`config.mk`:
```
export PLATFORM = sky130hd
export DESIGN_NAME = hid_report_rx_sync_deframer_top
export DESIGN_NICKNAME = d
export VERILOG_FILES = /design/src/hdl/hrd_pkg.sv /design/src/hdl/hrd_frame.sv /design/src/hdl/hrd_outq.sv /design/src/hdl/hid_report_rx_sync_deframer_top.sv
export VERILOG_INCLUDE_DIRS = /design/src /design/src/hdl
export SDC_FILE = /design/constraint.sdc
export NUM_CORES = 1
export LEC_CHECK = 0
export BUFFER_PORTS_ARGS = -buffer_cell sky130_fd_sc_hd__buf_2
export CAP_MARGIN = 20
export CORE_ASPECT_RATIO = 2
export CORE_UTILIZATION = 45
export DETAILED_ROUTE_END_ITERATION = 16
export GPL_ROUTABILITY_DRIVEN = 0
export GPL_TIMING_DRIVEN = 0
export MAX_ROUTING_LAYER = met4
export PLACE_DENSITY_LB_ADDON = 0.1
export SLEW_MARGIN = 40
export SYNTH_ARGS = -nofsm -noshare
export SYNTH_HDL_FRONTEND = slang
export SYNTH_SLANG_ARGS = --single-unit
```
`constraint.sdc`:
```
create_clock -name clock -period 3.4 [get_ports clock]
set_clock_uncertainty 0.05 [all_clocks]
set_input_delay 0.68 -clock clock [delete_from_list [all_inputs] [get_ports clock]]
set_output_delay 0.68 -clock clock [all_outputs]
set_load 0.005 [all_outputs]
```
`src/hdl/hid_report_rx_sync_deframer_top_assert.svh`:
```
// ----------------------------------------------------------------------------
// HID report deframer assertion macros
// Shared concurrent assertion forms for the deframer.
// ----------------------------------------------------------------------------
`ifndef HID_REPORT_RX_SYNC_DEFRAMER_TOP_ASSERT_SVH
`define HID_REPORT_RX_SYNC_DEFRAMER_TOP_ASSERT_SVH

// same-cycle implication
`define HRD_ASSERT_IMPL(label, clk, rst, ante, cons) \
   label: assert property (@(posedge clk) disable iff (rst) (ante) |-> (cons)) \
      else $error("assertion failed");

// next-cycle implication
`define HRD_ASSERT_NEXT(label, clk, rst, ante, cons) \
   label: assert property (@(posedge clk) disable iff (rst) (ante) |=> (cons)) \
      else $error("assertion failed");

`endif

```
`src/hdl/hrd_pkg.sv`:
```
// ----------------------------------------------------------------------------
// hrd_pkg
// Types and constants for the HID report deframer.
// ----------------------------------------------------------------------------
`default_nettype none

package hrd_pkg;

   localparam int BYTE_W               = 8;
   localparam int SIZE_W               = 6;
   localparam int COUNT_W              = 7;
   localparam int NUM_SIZE_REGS        = 5;
   localparam int REG_IDX_W            = 3;
   localparam int CSR_ADDR_W           = 5;
   localparam int CSR_DATA_W           = 32;
   localparam int MAX_REPORT_BYTES_DEF = 64;
   localparam int OUTQ_DEPTH           = 4;
   localparam int OUTQ_PTR_W           = $clog2(OUTQ_DEPTH);
   localparam int OUTQ_LVL_W           = $clog2(OUTQ_DEPTH + 1);

   localparam logic [BYTE_W-1:0] SYNC_BYTE      = 8'h55;
   localparam logic [BYTE_W-1:0] INJECT_BYTE    = 8'hFF;
   localparam logic [BYTE_W-1:0] FIRST_SIZED_ID = 8'd5;
   localparam logic [BYTE_W-1:0] LAST_SIZED_ID  = 8'd9;

   localparam logic [REG_IDX_W-1:0] REG_SIZE_REPORT5 = 3'd0;
   localparam logic [REG_IDX_W-1:0] REG_SIZE_REPORT6 = 3'd1;
   localparam logic [REG_IDX_W-1:0] REG_SIZE_REPORT7 = 3'd2;
   localparam logic [REG_IDX_W-1:0] REG_SIZE_REPORT8 = 3'd3;
   localparam logic [REG_IDX_W-1:0] REG_SIZE_REPORT9 = 3'd4;

   localparam logic [SIZE_W-1:0] SIZE_REPORT5_RST = 6'd8;
   localparam logic [SIZE_W-1:0] SIZE_REPORT6_RST = 6'd10;
   localparam logic [SIZE_W-1:0] SIZE_REPORT7_RST = 6'd14;
   localparam logic [SIZE_W-1:0] SIZE_REPORT8_RST = 6'd20;
   localparam logic [SIZE_W-1:0] SIZE_REPORT9_RST = 6'd63;

   typedef logic [NUM_SIZE_REGS-1:0][SIZE_W-1:0] size_array_type;

   typedef struct packed {
      logic [BYTE_W-1:0] data;
      logic              last;
   } entry_type;

   typedef struct packed {
      logic [1:0] num;
      entry_type  slot0;
      entry_type  slot1;
   } push_type;

   typedef struct packed {
      logic                  room;
      logic [OUTQ_LVL_W-1:0] level;
   } outq_status_type;

endpackage

`default_nettype wire

```
`src/hdl/hrd_frame.sv`:
```
// ----------------------------------------------------------------------------
// hrd_frame
// Report framing, payload limit and sync search; emits zero to two words.
// ----------------------------------------------------------------------------
`default_nettype none

module hrd_frame #(
   parameter int MAX_REPORT_BYTES = hrd_pkg::MAX_REPORT_BYTES_DEF
) (
   input  wire logic                       clock,
   input  wire logic                       reset,
   input  wire logic                       fire,
   input  wire logic [hrd_pkg::BYTE_W-1:0] data_byte,
   input  wire logic                       last_in_report,
   input  wire hrd_pkg::size_array_type    size_regs,
   output      hrd_pkg::push_type          push
);

   localparam logic [hrd_pkg::COUNT_W-1:0] CAP = hrd_pkg::COUNT_W'(MAX_REPORT_BYTES - 1);

   logic                         at_start_ff, at_start_in;
   logic [hrd_pkg::COUNT_W-1:0]  limit_ff, limit_in;
   logic [hrd_pkg::COUNT_W-1:0]  count_ff, count_in;
   logic                         sync_ff, sync_in;
   logic [hrd_pkg::COUNT_W-1:0]  id_limit;
   logic [hrd_pkg::COUNT_W-1:0]  raw_limit;
   logic [hrd_pkg::REG_IDX_W-1:0] size_idx;
   logic                         sized_id;

   always_comb begin
      sized_id  = (data_byte >= hrd_pkg::FIRST_SIZED_ID) &&
                  (data_byte <= hrd_pkg::LAST_SIZED_ID);
      size_idx  = hrd_pkg::REG_IDX_W'(data_byte - hrd_pkg::FIRST_SIZED_ID);
      raw_limit = sized_id ? {1'b0, size_regs[size_idx]} : CAP;
      id_limit  = (raw_limit > CAP) ? CAP : raw_limit;
   end

   always_comb begin
      at_start_in = at_start_ff;
      limit_in    = limit_ff;
      count_in    = count_ff;
      sync_in     = sync_ff;
      push        = '0;
      if (fire) begin
         at_start_in = last_in_report;
         if (at_start_ff) begin
            limit_in = id_limit;
            count_in = '0;
            sync_in  = 1'b0;
         end else if (count_ff < limit_ff) begin
            count_in = count_ff + 1'b1;
            if (sync_ff) begin
               push.num        = 2'd1;
               push.slot0.data = data_byte;
               push.slot0.last = 1'b1;
            end else if (data_byte == hrd_pkg::SYNC_BYTE) begin
               sync_in         = 1'b1;
               push.num        = 2'd2;
               push.slot0.data = hrd_pkg::INJECT_BYTE;
               push.slot0.last = 1'b0;
               push.slot1.data = hrd_pkg::SYNC_BYTE;
               push.slot1.last = 1'b1;
            end
         end
      end
   end

   always_ff @(posedge clock) begin
      if (reset) begin
         at_start_ff <= 1'b1;
         limit_ff    <= '0;
         count_ff    <= '0;
         sync_ff     <= 1'b0;
      end else begin
         at_start_ff <= at_start_in;
         limit_ff    <= limit_in;
         count_ff    <= count_in;
         sync_ff     <= sync_in;
      end
   end

endmodule

`default_nettype wire

```
`src/hdl/hrd_outq.sv`:
```
// ----------------------------------------------------------------------------
// hrd_outq
// Small result queue; takes up to two words per cycle, gives one when ready.
// ----------------------------------------------------------------------------
`default_nettype none

module hrd_outq (
   input  wire logic                       clock,
   input  wire logic                       reset,
   input  wire hrd_pkg::push_type          push,
   output      logic                       out_valid,
   input  wire logic                       out_ready,
   output      hrd_pkg::entry_type         out_entry,
   output      hrd_pkg::outq_status_type   status
);

   hrd_pkg::entry_type                 mem_ff [hrd_pkg::OUTQ_DEPTH];
   logic [hrd_pkg::OUTQ_PTR_W-1:0]     wr_ptr_ff, wr_ptr_in;
   logic [hrd_pkg::OUTQ_PTR_W-1:0]     rd_ptr_ff, rd_ptr_in;
   logic [hrd_pkg::OUTQ_LVL_W-1:0]     level_ff, level_in;
   logic [hrd_pkg::OUTQ_PTR_W-1:0]     wr_ptr_next;
   logic                               pop;

   always_comb begin
      pop         = out_valid && out_ready;
      wr_ptr_next = wr_ptr_ff + 1'b1;
      wr_ptr_in   = wr_ptr_ff + hrd_pkg::OUTQ_PTR_W'(push.num);
      rd_ptr_in   = pop ? rd_ptr_ff + 1'b1 : rd_ptr_ff;
      level_in    = level_ff + hrd_pkg::OUTQ_LVL_W'(push.num)
                  - hrd_pkg::OUTQ_LVL_W'(pop);
   end

   always_ff @(posedge clock) begin
      if (push.num != 2'd0) begin
         mem_ff[wr_ptr_ff] <= push.slot0;
      end
      if (push.num == 2'd2) begin
         mem_ff[wr_ptr_next] <= push.slot1;
      end
   end

   always_ff @(posedge clock) begin
      if (reset) begin
         wr_ptr_ff <= '0;
         rd_ptr_ff <= '0;
         level_ff  <= '0;
      end else begin
         wr_ptr_ff <= wr_ptr_in;
         rd_ptr_ff <= rd_ptr_in;
         level_ff  <= level_in;
      end
   end

   assign out_valid    = (level_ff != '0);
   assign out_entry    = mem_ff[rd_ptr_ff];
   assign status.level = level_ff;
   assign status.room  = (level_ff <= hrd_pkg::OUTQ_LVL_W'(hrd_pkg::OUTQ_DEPTH - 2));

endmodule

`default_nettype wire

```
`src/hdl/hid_report_rx_sync_deframer_top.sv`:
```
// ----------------------------------------------------------------------------
// hid_report_rx_sync_deframer_top
// HID output report deframer with sync byte reinsertion.
// A result word enters the registered result queue when its input word is
// taken. Throughput: one input word per cycle while the four-entry result
// queue has two entries free; a sync byte yields two words.
// Reset: synchronous, clears framing state and queue, size registers go to
// 8, 10, 14, 20 and 63; no clearing pass.
// ----------------------------------------------------------------------------
`default_nettype none

`include "hid_report_rx_sync_deframer_top_assert.svh"

module hid_report_rx_sync_deframer_top #(
   parameter int MAX_REPORT_BYTES = hrd_pkg::MAX_REPORT_BYTES_DEF
) (
   input  wire logic                           clock,
   input  wire logic                           reset,
   input  wire logic                           req_tvalid,
   output      logic                           req_tready,
   input  wire logic [7:0]                     req_tdata,  // [7:0] data_byte
   input  wire logic                           req_tlast,  // last_in_report
   output      logic                           rsp_tvalid,
   input  wire logic                           rsp_tready,
   output      logic [7:0]                     rsp_tdata,  // [7:0] out_byte
   output      logic                           rsp_tlast,  // last_of_run
   input  wire logic                           csr_psel,
   input  wire logic                           csr_penable,
   input  wire logic                           csr_pwrite,
   input  wire logic [hrd_pkg::CSR_ADDR_W-1:0] csr_paddr,
   input  wire logic [hrd_pkg::CSR_DATA_W-1:0] csr_pwdata,
   output      logic [hrd_pkg::CSR_DATA_W-1:0] csr_prdata,
   output      logic                           csr_pready
);

   hrd_pkg::size_array_type          size_ff, size_in;
   logic [hrd_pkg::REG_IDX_W-1:0]    csr_idx;
   logic                             csr_wr;
   logic                             req_fire;
   hrd_pkg::push_type                push;
   hrd_pkg::entry_type               out_entry;
   hrd_pkg::outq_status_type         status;

   assign csr_pready = 1'b1;
   assign csr_idx    = csr_paddr[hrd_pkg::CSR_ADDR_W-1:2];
   assign csr_wr     = csr_psel && csr_penable && csr_pwrite && csr_pready;

   always_comb begin
      size_in = size_ff;
      if (csr_wr) begin
         case (csr_idx)
            hrd_pkg::REG_SIZE_REPORT5: size_in[0] = csr_pwdata[hrd_pkg::SIZE_W-1:0];
            hrd_pkg::REG_SIZE_REPORT6: size_in[1] = csr_pwdata[hrd_pkg::SIZE_W-1:0];
            hrd_pkg::REG_SIZE_REPORT7: size_in[2] = csr_pwdata[hrd_pkg::SIZE_W-1:0];
            hrd_pkg::REG_SIZE_REPORT8: size_in[3] = csr_pwdata[hrd_pkg::SIZE_W-1:0];
            hrd_pkg::REG_SIZE_REPORT9: size_in[4] = csr_pwdata[hrd_pkg::SIZE_W-1:0];
            default: size_in = size_ff;
         endcase
      end
   end

   always_comb begin
      case (csr_idx)
         hrd_pkg::REG_SIZE_REPORT5: csr_prdata = hrd_pkg::CSR_DATA_W'(size_ff[0]);
         hrd_pkg::REG_SIZE_REPORT6: csr_prdata = hrd_pkg::CSR_DATA_W'(size_ff[1]);
         hrd_pkg::REG_SIZE_REPORT7: csr_prdata = hrd_pkg::CSR_DATA_W'(size_ff[2]);
         hrd_pkg::REG_SIZE_REPORT8: csr_prdata = hrd_pkg::CSR_DATA_W'(size_ff[3]);
         hrd_pkg::REG_SIZE_REPORT9: csr_prdata = hrd_pkg::CSR_DATA_W'(size_ff[4]);
         default:                   csr_prdata = '0;
      endcase
   end

   always_ff @(posedge clock) begin
      if (reset) begin
         size_ff[0] <= hrd_pkg::SIZE_REPORT5_RST;
         size_ff[1] <= hrd_pkg::SIZE_REPORT6_RST;
         size_ff[2] <= hrd_pkg::SIZE_REPORT7_RST;
         size_ff[3] <= hrd_pkg::SIZE_REPORT8_RST;
         size_ff[4] <= hrd_pkg::SIZE_REPORT9_RST;
      end else begin
         size_ff <= size_in;
      end
   end

   assign req_tready = status.room;
   assign req_fire   = req_tvalid && req_tready;

   hrd_frame #(
      .MAX_REPORT_BYTES (MAX_REPORT_BYTES)
   ) u_frame (
      .clock          (clock),
      .reset          (reset),
      .fire           (req_fire),
      .data_byte      (req_tdata),
      .last_in_report (req_tlast),
      .size_regs      (size_ff),
      .push           (push)
   );

   hrd_outq u_outq (
      .clock     (clock),
      .reset     (reset),
      .push      (push),
      .out_valid (rsp_tvalid),
      .out_ready (rsp_tready),
      .out_entry (out_entry),
      .status    (status)
   );

   assign rsp_tdata = out_entry.data;
   assign rsp_tlast = out_entry.last;

   `HRD_ASSERT_IMPL(a_level_bound, clock, reset, 1'b1,
      status.level <= hrd_pkg::OUTQ_LVL_W'(hrd_pkg::OUTQ_DEPTH))
   `HRD_ASSERT_IMPL(a_accept_room, clock, reset, req_fire,
      status.level <= hrd_pkg::OUTQ_LVL_W'(hrd_pkg::OUTQ_DEPTH - 2))
   `HRD_ASSERT_IMPL(a_inject_pair, clock, reset, rsp_tvalid && !rsp_tlast,
      status.level >= hrd_pkg::OUTQ_LVL_W'(2) && rsp_tdata == hrd_pkg::INJECT_BYTE)
   `HRD_ASSERT_NEXT(a_inject_then_sync, clock, reset,
      rsp_tvalid && rsp_tready && !rsp_tlast,
      rsp_tvalid && rsp_tlast && rsp_tdata == hrd_pkg::SYNC_BYTE)

endmodule

`default_nettype wire

```
; After elaboration in Yosys (flattened, before gate mapping)
; Memory sizes are Yosys's and may differ from the RTL's. A register that Yosys moved wholly into a read port is not among the register bits.
; Cells that the tools add are included.
[totals]
out_inout_bits = 44
romBits = 0
inputBits = 53
n_memories = 1
latchBits = 0
ramBits = 36
reg_bits = 53
[memory_table]
columns = memory, words, width, read_ports, rd_clocked_by_memory_dff, wr, line_no
row1 = u_outq.mem_ff, 4, 9, 1, 1, 2, hrd_outq.sv:17  ; hrd_pkg::entry_type mem_ff [hrd_pkg::OUTQ_DEPTH];
[op_classes]
eq_ne = 6
multipliers = 0
div_mod_pow = 0
magnitude_cmp = 6
mux = 23
shifts = 0
add_sub_neg = 7
n_reduce_logical = 16
bitwise = 0
[ops]
columns = operator, count
row1 = 20-bit two-way mux, 4
row2 = 6-bit case mux with 5 select lines, 1
row3 = 7-bit two-way mux, 3
row4 = 6-bit binary-select mux with 3-bit select, 1
row5 = 2-bit AND reduction, 7
row6 = 6-bit two-way mux, 2
row7 = 11-bit two-way mux, 1
row8 = 9-bit two-way mux, 1
row9 = 8-bit by 7-bit == test with 1-bit output (second input constant), 1
row10 = 8-bit by 3-bit greater-or-equal comparator with 1-bit output (second input constant), 1
row11 = 8-bit by 4-bit <= comparator with 1-bit output (second input constant), 1
row12 = 1-bit two-way mux, 8
row13 = 7-bit by 1-bit adder with 7-bit output (second input constant), 1
row14 = 7-bit by 6-bit > comparator with 1-bit output (second input constant), 1
row15 = 7-bit less-than comparator, 1
row16 = 3-bit by 2-bit == test with 1-bit output (second input constant), 2
row17 = 1-bit logical AND, 5
row18 = 2-bit by 1-bit adder with 2-bit output (second input constant), 2
row19 = 3-bit by 4-bit less-than comparator with 1-bit output (second input constant), 1
row20 = 2-bit two-way mux, 2
row21 = 2-bit nonzero test, 2
row22 = 3-bit by 2-bit adder with 3-bit output, 1
row23 = 3-bit by 1-bit == test with 1-bit output (second input constant), 1
row24 = 3-bit == test (second input constant), 1
row25 = other kinds (7), 7

; Logic depth before layout (Yosys ltp)
; Gate-level depths: netlist of run 1.
[depth]
depth_word = 9
ltp_mapped = 11

; By module
; Synthesis of run 1 repeated with hierarchy kept, for this count alone.
[unflattened]
hier_cells = 476
hier_area_um2 = 5345.1
[by_module_without_submodules]
columns = module, instances, area_per_inst_um2, cells_each
row1 = hrd_outq, 1, 2296.0, 138
row2 = hid_report_rx_sync_deframer_top, 1, 1739.2, 189
row3 = hrd_frame, 1, 1310.0, 149

; Worst setup path after synthesis of run 1
; OpenSTA, ideal clock, no wires.
[synth_path]
path_kind = input-to-reg
start = in req_tdata[1]
end = reg u_outq.level_ff[2] (netlist name)
required_time_ns = 3.222
arrival_time_ns = 2.697
path_slack_ns = 0.525
path_buffers = 0
cell_stages = 10
setup_ns = 0.128
cell_sequence = inv_1 > ha_1 > nor2b_1 > nand4_1 > or3_1 > ha_1 > inv_1 > fa_1 > xnor2_1 > nor2_1
[synth_via]
elab_chain_cells = 8
[synth_lines]
columns = element, line_no
row1 = start: declaration, hid_report_rx_sync_deframer_top.sv:21  ; input wire logic [7:0] req_tdata,
row2 = 8-bit by 7-bit == test with 1-bit output, hrd_frame.sv:56  ; end else if (data_byte == hrd_pkg::SYNC_BYTE) begin
row3 = 20-bit two-way mux, hrd_frame.sv:56
row4 = 11-bit two-way mux, hrd_frame.sv:52  ; if (sync_ff) begin
row5 = 20-bit two-way mux, hrd_frame.sv:50  ; end else if (count_ff < limit_ff) begin
row6 = 20-bit two-way mux, hrd_frame.sv:46  ; if (at_start_ff) begin
row7 = 20-bit two-way mux, hrd_frame.sv:44  ; if (fire) begin
row8 = 3-bit by 2-bit adder with 3-bit output, hrd_outq.sv:29  ; level_in = level_ff + hrd_pkg::OUTQ_LVL_W'(push.num)
row9 = 3-bit by 1-bit subtractor with 3-bit output, hrd_outq.sv:30  ; - hrd_pkg::OUTQ_LVL_W'(pop);
row10 = end signal: assignment, hrd_outq.sv:50  ; level_ff <= level_in;
row11 = end: declaration, hrd_outq.sv:20  ; logic [hrd_pkg::OUTQ_LVL_W-1:0] level_ff, level_in;
; No other way between the ends.
; A chain may end at the register's enable or synchronous reset.

; Final worst setup path of run 1
[layout_path]
start = reg u_frame.count_ff[4] (netlist name)
end = reg u_outq.level_ff[2] (netlist name)
[layout_via]
elab_chain_cells = 6
[layout_lines]
columns = element, line_no
row1 = start: declaration, hrd_frame.sv:23  ; logic [hrd_pkg::COUNT_W-1:0] count_ff, count_in;
row2 = start signal: assignment, hrd_frame.sv:77  ; count_ff <= count_in;
row3 = 7-bit less-than comparator, hrd_frame.sv:50
row4 = 20-bit two-way mux, hrd_frame.sv:50
row5 = 20-bit two-way mux, hrd_frame.sv:46
row6 = 20-bit two-way mux, hrd_frame.sv:44
row7 = 3-bit by 2-bit adder with 3-bit output, hrd_outq.sv:29
row8 = 3-bit by 1-bit subtractor with 3-bit output, hrd_outq.sv:30
; No other way between the ends.

==> insert_results.sql, run 1 <==
INSERT INTO impl_metrics (metric_group, metric, value, unit) VALUES
('cts', 'cts.repair_timing.setup_buffer_count', '0', ''),
('worst_setup_path', 'crit_path_cell_trace', 'ha_1 > a21o_1 > a211oi_1 > o21ai_1 > or3_1 > ha_1 > inv_1 > fa_1 > xnor2_1 > nor2_1', ''),
('timing', 'tightestPinTransition', '0.672', 'ns'),
('final_layout', 'non_filler_instances', '748', ''),
('timing', 'rsz0062_at_grt', 'false', ''),
('route', 'drt_drc_violations_left', '0', ''),
('global_route', 'first_global_vias', '4047', ''),
('synthesis', 'synth_edf_count', '20', ''),
('placement', 'post_dp_cell_area', '0.00540', 'mm²'),
('timing', 'fin_crit', '3.26', 'ns'),
('synthesis', 'synth_simple_gate_area_share', '18.5', '%'),
('synthesis', 'yosys.area.top_type', 'sky130_fd_sc_hd__dfxtp_1', ''),
('power_and_ir_drop', 'cellPowerDensity', '480', 'mW/mm²'),
('worst_hold_path', 'min_path_type', 'reg -> reg', ''),
('synthesis', 'synthArstFlopShare', '0', '%'),
('cts', 'post_cts_resized', '0', ''),
('power_and_ir_drop', 'power.ir.vdd_worst', '0.321', 'mV'),
('cts', 'cts_sinks', '90', ''),
('synthesis', 'synth_xor_area_share', '1.06', '%'),
('global_route', 'grt_antenna_before_repair', '0', ''),
('global_route', 'globalRoute.totalOverflow', '0', ''),
('worst_setup_path', 'worst_setup_path_end_kind', 'flip-flop', ''),
('synthesis', 'synth_compound_gate_area_share', '16.7', '%'),
('worst_setup_path', 'crit_path_end', 'u_outq.level_ff[2]', ''),
('timing', 'slew_violations', '0', ''),
('cts', 'cts-buffers-inserted', '9', ''),
('global_route', 'grt_pass1_wl', '19700', 'µm'),
('synthesis', 'yosys-mux-area-fraction', '10.8', '%'),
('synthesis', 'ys_ff_latch', '90', ''),
('cts', 'htreeDepth', '3', ''),
('worst_setup_path', 'reg2regPathDepth', '10', ''),
('final_layout', 'utilization', '53.6', '%'),
('route', 'vias_per_cell', '5.41', ''),
('synthesis', 'synth_fa_ha_area_share', '3.45', '%'),
('timing', 'finalSetupViolCount', '0', ''),
('timing', 'max_freq', '306', 'MHz'),
('cts', 'cts_tree', 'done', ''),
('route', 'dr_total_vias', '4045', ''),
('worst_setup_path', 'crit_required', '3.58', 'ns'),
('floorplanning', 'count_of_pins_on_the_block_boundary', '97', ''),
('timing', 'hold_ws', '0.404', 'ns'),
('worst_setup_path', 'max_stage_delay', '0.49', 'ns'),
('worst_setup_path', 'worst_path_dominant_cell_family', 'adder cells', ''),
('synthesis', 'synth_cell_types', '57', ''),
('final_layout', 'drive_gt1_share', '19.0', '%'),
('worst_setup_path', 'regToRegStartpoint', 'u_frame.count_ff[4]', ''),
('placement', 'placed_cells', '732', ''),
('worst_setup_path', 'worst-r2r-setup-slack', '0.14', 'ns'),
('synthesis', 'synth_flop_cell', 'sky130_fd_sc_hd__dfxtp_1', ''),
('synthesis', 'post_synth_instance_area', '0.00494', 'mm²'),
('worst_setup_path', 'worstPathMaxFanout', '9', ''),
('cts', 'clock_path_buffers', '2', ''),
('synthesis', 'synth.yosys.warnings', '0', ''),
('synthesis', 'synth_sequential_area_ratio', '40.6', '%'),
('synthesis', 'synthTopCellsByArea', 'sky130_fd_sc_hd__dfxtp_1 28%, sky130_fd_sc_hd__edfxtp_1 12%, sky130_fd_sc_hd__mux4_2 7.3%', ''),
('floorplanning', 'placement_rows', '53', ''),
('run', 'drv.max_cap_violation_count', '0', ''),
('power_and_ir_drop', 'p_leak', '2.28', 'nW'),
('floorplanning', 'die_area', '0.0114', 'mm²'),
('final_layout', 'design.final.nets', '672', ''),
('run_status', 'outcome', 'finished clean', ''),
('cts', 'cts_root_buf', 'sky130_fd_sc_hd__clkbuf_16', ''),
('cts', 'path_clk_slew', '0.07', 'ns'),
('route', 'detail_route.wl_per_cell', '16.5', 'µm'),
('worst_setup_path', 'timing.critical_path.from', 'u_frame.count_ff[4]', ''),
('synthesis', 'synth_top_area_share', '28.4', '%'),
('cts', 'clock_latency', '0.35', 'ns'),
('global_route', 'grt_use_total', '23.2', '%'),
('worst_setup_path', 'worst_ep_arrival_time', '3.44', 'ns'),
('worst_setup_path', 'critPathSlowestCell', 'sky130_fd_sc_hd__or3_1', ''),
('synthesis', 'synthesized_area_per_cell', '9.30', 'µm²');
[cells by family (layout without fill, tap and decap cells)]
logic type / Yosys count / count (layout)
multiplexers: 33 / 33
adder cells (fa/ha/maj): 13 / 13
other: 2 / 27
buffers and inverters: 85 / 140
flip-flops: 90 / 90
XOR/XNOR: 6 / 6
AO/OA/AOI/OAI: 113 / 113
AND/OR/NAND/NOR: 189 / 189
[how the worst min path moves through the flow]
stage                   startpoint             endpoint  slack, ns  depth (start not counted)
2_1_floorplan  u_outq.mem_ff[0][2]  u_outq.mem_ff[0][2]       0.38                          2
5_1_grt        u_outq.mem_ff[0][6]  u_outq.mem_ff[0][6]       0.43                          2
6_report       u_outq.mem_ff[0][4]  u_outq.mem_ff[0][4]       0.40                          2
4_1_cts        u_outq.mem_ff[0][4]  u_outq.mem_ff[0][4]       0.40                          2
3_5_place_dp   u_outq.mem_ff[0][4]  u_outq.mem_ff[0][4]       0.39                          2
3_3_place_gp   u_outq.mem_ff[0][2]  u_outq.mem_ff[0][2]       0.39                          2
[state kept, by name, summed over array words and instances, names as in the netlist, named ones only]
register / count
size_ff: 30
u_outq.rd_ptr_ff: 2
u_outq.level_ff: 3
u_frame.count_ff: 7
u_frame.sync_ff: 1
u_outq.wr_ptr_ff: 2
u_outq.mem_ff: 36
u_frame.limit_ff: 6
u_frame.at_start_ff: 1
[power by group]
part | leakage [nW] | total (W) | internal (W) | switching, W
combinational | 1.43 | 0.000577 | 0.000238 | 0.000340
sequential | 0.706 | 0.00117 | 0.00114 | 0.0000308
clock | 0.146 | 0.000984 | 0.000519 | 0.000464
[per-layer routing]
layer | up-vias | share of wire [%] | track usage (%)
li1 | 1993 | - | -
met1 | 1906 | 34 | 20.0
met2 | 113 | 59 | 46.1
met3 | 33 | 3.0 | 3.33
met4 | 0 | 3.9 | 14.4
met5 | - | 0 | -
[cell usage after synthesis, drive strengths merged (2+ instances only)]
library cell	count
xnor2	3
mux2i	16
inv	28
buf	35
xor2	3
a21oi	31
o22ai	5
nand2	53
and3	5
nor3	7
ha	12
o22a	4
nor2	58
a2bb2oi	4
mux4	16
a31oi	4
nand2b	4
a221o	3
and2	9
a221oi	8
o211ai	4
nand4	6
nand3	18
a211oi	2
nor2b	17
a32o	5
clkbuf	22
a211o	16
dfxtp	70
edfxtp	20
or3	6
o21a	2
o21ai	18
conb	2
and3b	2
[cells in the final DEF (no fill, tap or decap), types with 9 or more instances in the layout]
cell	instances
sky130_fd_sc_hd__inv_1	28
sky130_fd_sc_hd__nor2_1	57
sky130_fd_sc_hd__a211o_1	15
sky130_fd_sc_hd__ha_1	12
sky130_fd_sc_hd__conb_1	27
sky130_fd_sc_hd__mux4_2	16
sky130_fd_sc_hd__buf_2	43
sky130_fd_sc_hd__edfxtp_1	20
sky130_fd_sc_hd__a21oi_1	30
sky130_fd_sc_hd__clkbuf_16	9
sky130_fd_sc_hd__dfxtp_1	70
sky130_fd_sc_hd__o21ai_0	16
sky130_fd_sc_hd__buf_4	29
sky130_fd_sc_hd__nand2_1	53
sky130_fd_sc_hd__nand3_1	17
sky130_fd_sc_hd__nor2b_1	17
sky130_fd_sc_hd__clkbuf_1	21
sky130_fd_sc_hd__mux2i_1	16
[tightest hold or removal path: stages (launching register included)]
cell,delay [ns]
sky130_fd_sc_hd__dfxtp_1,0.31
sky130_fd_sc_hd__nand2_1,0.05
sky130_fd_sc_hd__a2bb2oi_1,0.05
[area by class of cell]
class	count	area [µm²]
fill	1028	4920
multi-input combinational	381	2600
sequential	90	2000
buffer	57	329
clock buffer	9	225
timing repair buffer	39	195
tap	137	171
inverter	28	105
clock inverter	7	66.3
[per-stage QoR]
step | TNS [ns] | power [W] | setup slack [ns]
after detailed placement | -0.0162 | 0.00178 | -0.0162
after global placement | 0 | 0.00176 | 0.0000633
after CTS | 0 | 0.00276 | 0.158
final | 0 | 0.00273 | 0.136
after global routing | 0 | 0.00287 | 0.0361
after floorplan | 0 | 0.00161 | 0.525
(Power assumes the default switching activity.)
==> run 2: changes to the inputs <==
--- a/config.mk
+++ b/config.mk
@@ -9,6 +9,7 @@
 export BUFFER_PORTS_ARGS = -buffer_cell sky130_fd_sc_hd__buf_2
 export CAP_MARGIN = 20
 export CORE_ASPECT_RATIO = 2
+export CORE_MARGIN = 1.5
 export CORE_UTILIZATION = 45
 export DETAILED_ROUTE_END_ITERATION = 16
 export GPL_ROUTABILITY_DRIVEN = 0
==> constraint.sdc (replaced) <==
create_clock -name clock -period 4.25 [get_ports clock]
set_clock_uncertainty 0.05 [all_clocks]
set_input_delay 0.85 -clock clock [delete_from_list [all_inputs] [get_ports clock]]
set_output_delay 0.85 -clock clock [all_outputs]
set_load 0.005 [all_outputs]
==> run 2 against run 1 <==
  * Non-clock buffer count did not move
  * Critical path depth did not move
  * Hold slack got worse by 0.0035 ns
  * Highest routed layer unchanged
  * Die area rose by 2.0%
  * Count of clock-buffer cells in the layout did not move
  * Cell count rose by 0.40%
  * Critical endpoint unchanged
==> insert_results.sql, run 2 (synthesized netlist as in run 1, its figures left out) <==
INSERT INTO impl_metrics (metric_group, metric, value, unit) VALUES
('cts', 'cts.repair_timing.setup_buffer_count', '0', ''),
('worst_setup_path', 'kind_of_critical_path', 'reg -> reg', ''),
('timing', 'timing.setup.tns', '0', 'ns'),
('cts', 'clock_path_buffers', '2', ''),
('floorplanning', 'count_of_pins_on_the_block_boundary', '97', ''),
('route', 'detail_route.wl_per_cell', '16.7', 'µm'),
('placement', 'placed_cells', '735', ''),
('cts', 'post_cts_resized', '0', ''),
('worst_setup_path', 'worstPathMaxFanout', '9', ''),
('timing', 'max_freq', '305', 'MHz'),
('cts', 'htreeDepth', '3', ''),
('run', 'drv.max_cap_violation_count', '0', ''),
('worst_setup_path', 'critPathSlowestCell', 'sky130_fd_sc_hd__or3_1', ''),
('final_layout', 'layout.cells.most_common', 'sky130_fd_sc_hd__dfxtp_1', ''),
('route', 'ant_nets', '0', ''),
('timing', 'timing.slew.headroom', '52.0', '%'),
('cts', 'clock_latency', '0.35', 'ns'),
('global_route', 'grt_use_total', '23.7', '%'),
('global_route', 'first_global_vias', '4151', ''),
('worst_setup_path', 'worst_ep_arrival_time', '3.45', 'ns'),
('cts', 'path_clk_slew', '0.07', 'ns'),
('placement', 'dp_slack', '0.642', 'ns'),
('timing', 'setup_slack', '0.969', 'ns'),
('worst_setup_path', 'critical_path.startpoint_type', 'flip-flop', ''),
('timing', 'finalSetupViolCount', '0', ''),
('final_layout', 'non_filler_instances', '751', ''),
('floorplanning', 'die_area', '0.0116', 'mm²'),
('route', 'vias_per_cell', '5.40', ''),
('global_route', 'grt_start_max_net_pins', '17', ''),
('cts', 'cts-buffers-inserted', '9', ''),
('power_and_ir_drop', 'power.ir.vdd_worst', '0.306', 'mV'),
('timing', 'rsz0062_at_grt', 'false', ''),
('final_layout', 'layout_common_cells', '70 x sky130_fd_sc_hd__dfxtp_1, 57 x sky130_fd_sc_hd__nor2_1, 53 x sky130_fd_sc_hd__nand2_1', ''),
('floorplanning', 'placement_rows', '54', ''),
('final_layout', 'registers.top_by_ff_count', 'u_outq.mem_ff', ''),
('worst_setup_path', 'max_stage_delay', '0.49', 'ns'),
('cts', 'cts_root_buf', 'sky130_fd_sc_hd__clkbuf_16', ''),
('route', 'drt_drc_violations_left', '0', ''),
('cts', 'cts_sinks', '90', ''),
('route', 'drt_wl_total', '12600', 'µm'),
('route', 'drt-pass1-iter-count', '5', ''),
('route', 'dr_total_vias', '4059', ''),
('worst_setup_path', 'crit_path_cell_trace', 'ha_1 > a21o_1 > a211oi_1 > o21ai_1 > or3_1 > ha_1 > inv_1 > fa_1 > xnor2_1 > nor2_1', ''),
('route', 'first_drt_iteration_drcs', '166', ''),
('floorplanning', 'die_x', '77.1', 'µm'),
('cts', 'cts_tree', 'done', ''),
('power_and_ir_drop', 'cellPowerDensity', '378', 'mW/mm²'),
('run_status', 'outcome', 'finished clean', ''),
('final_layout', 'design.final.nets', '672', ''),
('timing', 'slew_violations', '0', ''),
('power_and_ir_drop', 'p_leak', '2.27', 'nW'),
('final_layout', 'drive_gt1_share', '19.0', '%'),
('timing', 'hold_vio_cnt_final', '0', ''),
('worst_setup_path', 'crit_required', '4.42', 'ns'),
('power_and_ir_drop', 'design_power_total', '0.00215', 'W'),
('final_layout', 'insertedDiodeCount', '0', ''),
('floorplanning', 'std_cell_core_area', '0.0108', 'mm²'),
('worst_hold_path', 'min_path_type', 'reg -> reg', ''),
('final_layout', 'largestRegisters', 'u_outq.mem_ff (36), size_ff (30), u_frame.count_ff (7)', ''),
('global_route', 'grt_pass1_wl', '20300', 'µm'),
('global_route', 'globalRoute.totalOverflow', '0', ''),
('final_layout', 'flow.area_growth_from_synthesis', '15.1', '%'),
('floorplanning', 'floorplan.initialDensity', '45.7', '%'),
('final_layout', 'largest_register_ffs', '36', ''),
('worst_setup_path', 'timing.critical_path.mode_cell', 'sky130_fd_sc_hd__ha_1', ''),
('cts', 'hold_buffers', '0', ''),
('timing', 'share_of_the_clock_period_used_by_the_worst_path_after_layout', '77.2', '%'),
('placement', 'placement.io_buffers', '39', ''),
('floorplanning', 'die_height', '151', 'µm'),
('global_route', 'grt_antenna_before_repair', '0', ''),
('timing', 'fin_crit', '3.28', 'ns'),
('placement', 'dpl.hpwl', '9980', 'µm'),
('worst_setup_path', 'worst_setup_path_end_kind', 'flip-flop', ''),
('timing', 'tightestPinTransition', '0.718', 'ns');
run 2: per-layer routing:
metal,up-vias,global-route usage [%],wire (µm)
met5,-,-,0
met2,103,47.7,7410
met1,1916,19.8,4060
met4,0,15.1,664
met3,40,3.01,406
li1,2000,-,-
run 2: stage by stage:
step	utilization, %	area, µm²	hold WS [ns]
after global routing	52.6	5680	0.431
final	52.6	5680	0.400
after detailed placement	50.0	5400	0.396
after CTS	52.5	5680	0.405
after floorplan	-	5030	0.378
after global placement	50.0	5400	0.387
run 2: area by class of cell:
type / count / area (µm²)
Sequential cell: 90 / 2000
Tap cell: 140 / 175
Buffer: 57 / 329
Clock inverter: 7 / 52.6
Multi-Input combinational cell: 381 / 2600
Inverter: 28 / 105
Clock buffer: 9 / 225
Timing Repair Buffer: 39 / 195
Fill cell: 1073 / 5130
run 2: where the power goes:
part | internal [W] | switching (W) | total, W
clock network | 0.000401 | 0.000354 | 0.000755
logic | 0.000188 | 0.000267 | 0.000455
registers | 0.000914 | 0.0000243 | 0.000938
total | 0.00150 | 0.000645 | 0.00215
run 2: final timing paths:
check | start | to | slack (ns) | cells after the start
worst max register to register | u_frame.count_ff[4] | u_outq.level_ff[2] | 0.97 | 10
worst min register to register | u_outq.mem_ff[0][4] | u_outq.mem_ff[0][4] | 0.40 | 2
worst min-delay path | u_outq.mem_ff[0][4] | u_outq.mem_ff[0][4] | 0.40 | 2
worst max-delay path | u_frame.count_ff[4] | u_outq.level_ff[2] | 0.97 | 10
run 2: critical path, delay by kind of cell, from the launching register on:
family          cells  cell delay (ns)
fa+ha+maj           3             1.01
flops               1             0.42
buf+inv             1             0.05
simple gates        2             0.54
compound gates      3             0.92
xor+xnor            1             0.17
==> run 3: changes to the inputs <==
==> constraint.sdc (replaced) <==
create_clock -name clock -period 2.8 [get_ports clock]
set_clock_uncertainty 0.05 [all_clocks]
set_input_delay 0.56 -clock clock [delete_from_list [all_inputs] [get_ports clock]]
set_output_delay 0.56 -clock clock [all_outputs]
set_load 0.005 [all_outputs]
==> run 3 against run 2 <==
  * Hold slack got worse by 0.036 ns
  * Die area unchanged
  * Sequential power increased by 51%
  * Via count rose by 0.71%
  * Wire length is 2.1% higher
  * Cell count grew 1.2%
  * Register-to-register slack got worse by 0.95 ns
  * Maximum frequency up 18%
  * Combinational power increased by 66%
==> insert_results.sql, run 3 (synthesized netlist as in run 1, its figures left out) <==
INSERT INTO impl_metrics (metric_group, metric, value, unit) VALUES
('final_layout', 'layout.cells.most_common', 'sky130_fd_sc_hd__dfxtp_1', ''),
('worst_setup_path', 'worst-r2r-setup-slack', '0.02', 'ns'),
('final_layout', 'insertedDiodeCount', '0', ''),
('timing', 'timing.slew.headroom', '50.5', '%'),
('route', 'ant_nets', '0', ''),
('global_route', 'grt-busiest-layer', 'met2', ''),
('placement', 'dp_slack', '-0.552', 'ns'),
('power_and_ir_drop', 'p_leak', '2.34', 'nW'),
('placement', 'placed_cells', '735', ''),
('global_route', 'globalRouteMet3Util', '3.86', '%'),
('worst_setup_path', 'critPathSlowestCell', 'sky130_fd_sc_hd__fa_2', ''),
('power_and_ir_drop', 'p_int', '0.00242', 'W'),
('final_layout', 'flow.area_growth_from_synthesis', '18.8', '%'),
('worst_setup_path', 'worst-path-buf-inv', '2', ''),
('timing', 'finalSetupViolCount', '0', ''),
('run_status', 'outcome', 'finished clean', ''),
('floorplanning', 'std_cell_core_area', '0.0108', 'mm²'),
('timing', 'fin_crit', '2.78', 'ns'),
('floorplanning', 'count_of_pins_on_the_block_boundary', '97', ''),
('global_route', 'grt_pass1_wl', '20600', 'µm'),
('timing', 'rsz0062_at_grt', 'true', ''),
('route', 'drt-pass1-iter-count', '4', ''),
('worst_setup_path', 'worst_ep_arrival_time', '3.02', 'ns'),
('cts', 'cts_sinks', '90', ''),
('cts', 'cts-buffers-inserted', '9', ''),
('timing', 'max_freq', '360', 'MHz'),
('global_route', 'grt_start_max_net_pins', '15', ''),
('final_layout', 'largestRegisters', 'u_outq.mem_ff (36), size_ff (30), u_frame.count_ff (7)', ''),
('floorplanning', 'floorplan.initialDensity', '45.7', '%'),
('timing', 'hold_vio_cnt_final', '0', ''),
('worst_setup_path', 'r2r-end', 'u_outq.level_ff[1]', ''),
('route', 'drt_wl_total', '12800', 'µm'),
('worst_setup_path', 'kind_of_critical_path', 'reg -> reg', ''),
('power_and_ir_drop', 'power.ir.vdd_worst', '0.379', 'mV'),
('worst_setup_path', 'critical_path.startpoint_type', 'flip-flop', ''),
('route', 'detail_route.wl_per_cell', '16.9', 'µm'),
('worst_setup_path', 'crit_path_cell_trace', 'inv_2 > ha_4 > a21o_1 > a211oi_4 > o21ai_4 > or3_4 > ha_4 > inv_2 > fa_2 > nor2b_4', ''),
('power_and_ir_drop', 'power.clock.fraction', '35.7', '%'),
('route', 'vias_per_cell', '5.38', ''),
('cts', 'clock_latency', '0.35', 'ns'),
('worst_setup_path', 'worstPathMaxFanout', '3', ''),
('worst_setup_path', 'worstSetupPathDepth', '10', ''),
('worst_setup_path', 'crit_required', '3.04', 'ns'),
('global_route', 'grt.met2_usage', '48.5', '%'),
('global_route', 'first_global_vias', '4163', ''),
('worst_setup_path', 'reg2regPathDepth', '10', ''),
('route', 'dr_total_vias', '4088', ''),
('global_route', 'grt_use_total', '24.3', '%'),
('floorplanning', 'die_area', '0.0116', 'mm²'),
('worst_setup_path', 'timing.critical_path.from', 'u_frame.limit_ff[4]', ''),
('power_and_ir_drop', 'power.share.switching', '28.8', '%'),
('global_route', 'grt_antenna_before_repair', '0', ''),
('timing', 'hold_ws', '0.365', 'ns'),
('cts', 'cts_root_buf', 'sky130_fd_sc_hd__clkbuf_16', ''),
('cts', 'clock_path_buffers', '2', ''),
('final_layout', 'design.final.nets', '681', ''),
('worst_setup_path', 'worst_path_dominant_cell_family', 'adder cells', ''),
('global_route', 'globalRoute.totalOverflow', '0', ''),
('timing', 'tightestPinTransition', '0.740', 'ns'),
('floorplanning', 'die_height', '151', 'µm'),
('run', 'drv.max_cap_violation_count', '0', ''),
('cts', 'path_clk_slew', '0.06', 'ns'),
('worst_setup_path', 'max_stage_delay', '0.51', 'ns'),
('worst_hold_path', 'min_path_type', 'in -> reg', ''),
('final_layout', 'largest_register_ffs', '36', ''),
('worst_setup_path', 'worst_setup_path_end_kind', 'flip-flop', ''),
('worst_setup_path', 'crit_path_end', 'u_outq.level_ff[1]', ''),
('power_and_ir_drop', 'power.sequential.fraction', '42.0', '%'),
('final_layout', 'non_filler_instances', '760', ''),
('floorplanning', 'die_x', '77.1', 'µm'),
('final_layout', 'registers.top_by_ff_count', 'u_outq.mem_ff', ''),
('power_and_ir_drop', 'design_power_total', '0.00339', 'W'),
('cts', 'cts_tree', 'done', ''),
('timing', 'slew_violations', '0', ''),
('floorplanning', 'placement_rows', '54', ''),
('timing', 'setup_slack', '0.0201', 'ns'),
('final_layout', 'layout_common_cells', '67 x sky130_fd_sc_hd__dfxtp_1, 54 x sky130_fd_sc_hd__nor2_1, 53 x sky130_fd_sc_hd__nand2_1', ''),
('cts', 'htreeDepth', '3', ''),
('power_and_ir_drop', 'power.combinational.fraction', '22.3', '%'),
('placement', 'dpl.hpwl', '10000', 'µm'),
('timing', 'timing.setup.tns', '0', 'ns'),
('route', 'drt_drc_violations_left', '0', ''),
('power_and_ir_drop', 'cellPowerDensity', '578', 'mW/mm²'),
('global_route', 'groute.layer.met1.usage', '20.2', '%'),
('cts', 'hold_buffers', '0', ''),
('power_and_ir_drop', 'switching_power', '0.000975', 'W'),
('worst_setup_path', 'regToRegStartpoint', 'u_frame.limit_ff[4]', ''),
('route', 'first_drt_iteration_drcs', '144', ''),
('placement', 'placement.io_buffers', '39', ''),
('final_layout', 'drive_gt1_share', '22.7', '%'),
('timing', 'share_of_the_clock_period_used_by_the_worst_path_after_layout', '99.3', '%');
==> run 3: power groups by stage <==
stage / clock network [W] / logic [W] / registers [W]
CTS: 0.00123 / 0.000724 / 0.00143
finish: 0.00121 / 0.000757 / 0.00142
floorplan: 0 / 0.000517 / 0.00144
detailed placement: 0 / 0.000700 / 0.00145
global route: 0.00128 / 0.000850 / 0.00143
global placement: 0 / 0.000688 / 0.00145
==> run 3: metal layers <==
metal | wire, µm | share of wire (%)
met3 | 415 | 3.2
met5 | 0 | 0
met2 | 7570 | 59
met4 | 612 | 4.8
met1 | 4220 | 33
==> run 3: layout make-up <==
cell class                 instances  area (µm²)
multi-input combinational        381        2690
clock buffer                      13         282
buffer                            57         329
fill                            1051        4940
sequential                        90        2010
timing repair buffer              48         263
clock inverter                     3        18.8
tap                              140         175
inverter                          28         105
==> run 3: worst min path at each step <==
| stage | startpoint | end | slack [ns] | cells past startpoint |
|---|---|---|---|---|
| 4_1_cts | req_tlast | u_frame.at_start_ff | 0.37 | 2 |
| 3_5_place_dp | u_outq.mem_ff[0][4] | u_outq.mem_ff[0][4] | 0.39 | 2 |
| 5_1_grt | req_tlast | u_frame.at_start_ff | 0.38 | 2 |
| 2_1_floorplan | u_outq.mem_ff[0][2] | u_outq.mem_ff[0][2] | 0.38 | 2 |
| 6_report | req_tlast | u_frame.at_start_ff | 0.36 | 2 |
| 3_3_place_gp | u_outq.mem_ff[0][8] | u_outq.mem_ff[0][8] | 0.39 | 2 |
==> run 3: what timing repair did <==
item / 4_1_cts / 5_1_grt
pin swaps: 4 / 8
endpoints found under the hold margin: 0 / 0
setup buffers: 3 / 6
resized for setup: 9 / 14
setup endpoints to repair: 12 / 12
==> run 3: per-stage QoR <==
| stage | area [µm²] | utilization [%] |
|---|---|---|
| 2_1_floorplan | 5030 | - |
| 3_3_place_gp | 5400 | 50.0 |
| 3_5_place_dp | 5410 | 50.0 |
| 4_1_cts | 5770 | 53.4 |
| 5_1_grt | 5870 | 54.3 |
| 6_report | 5870 | 54.3 |
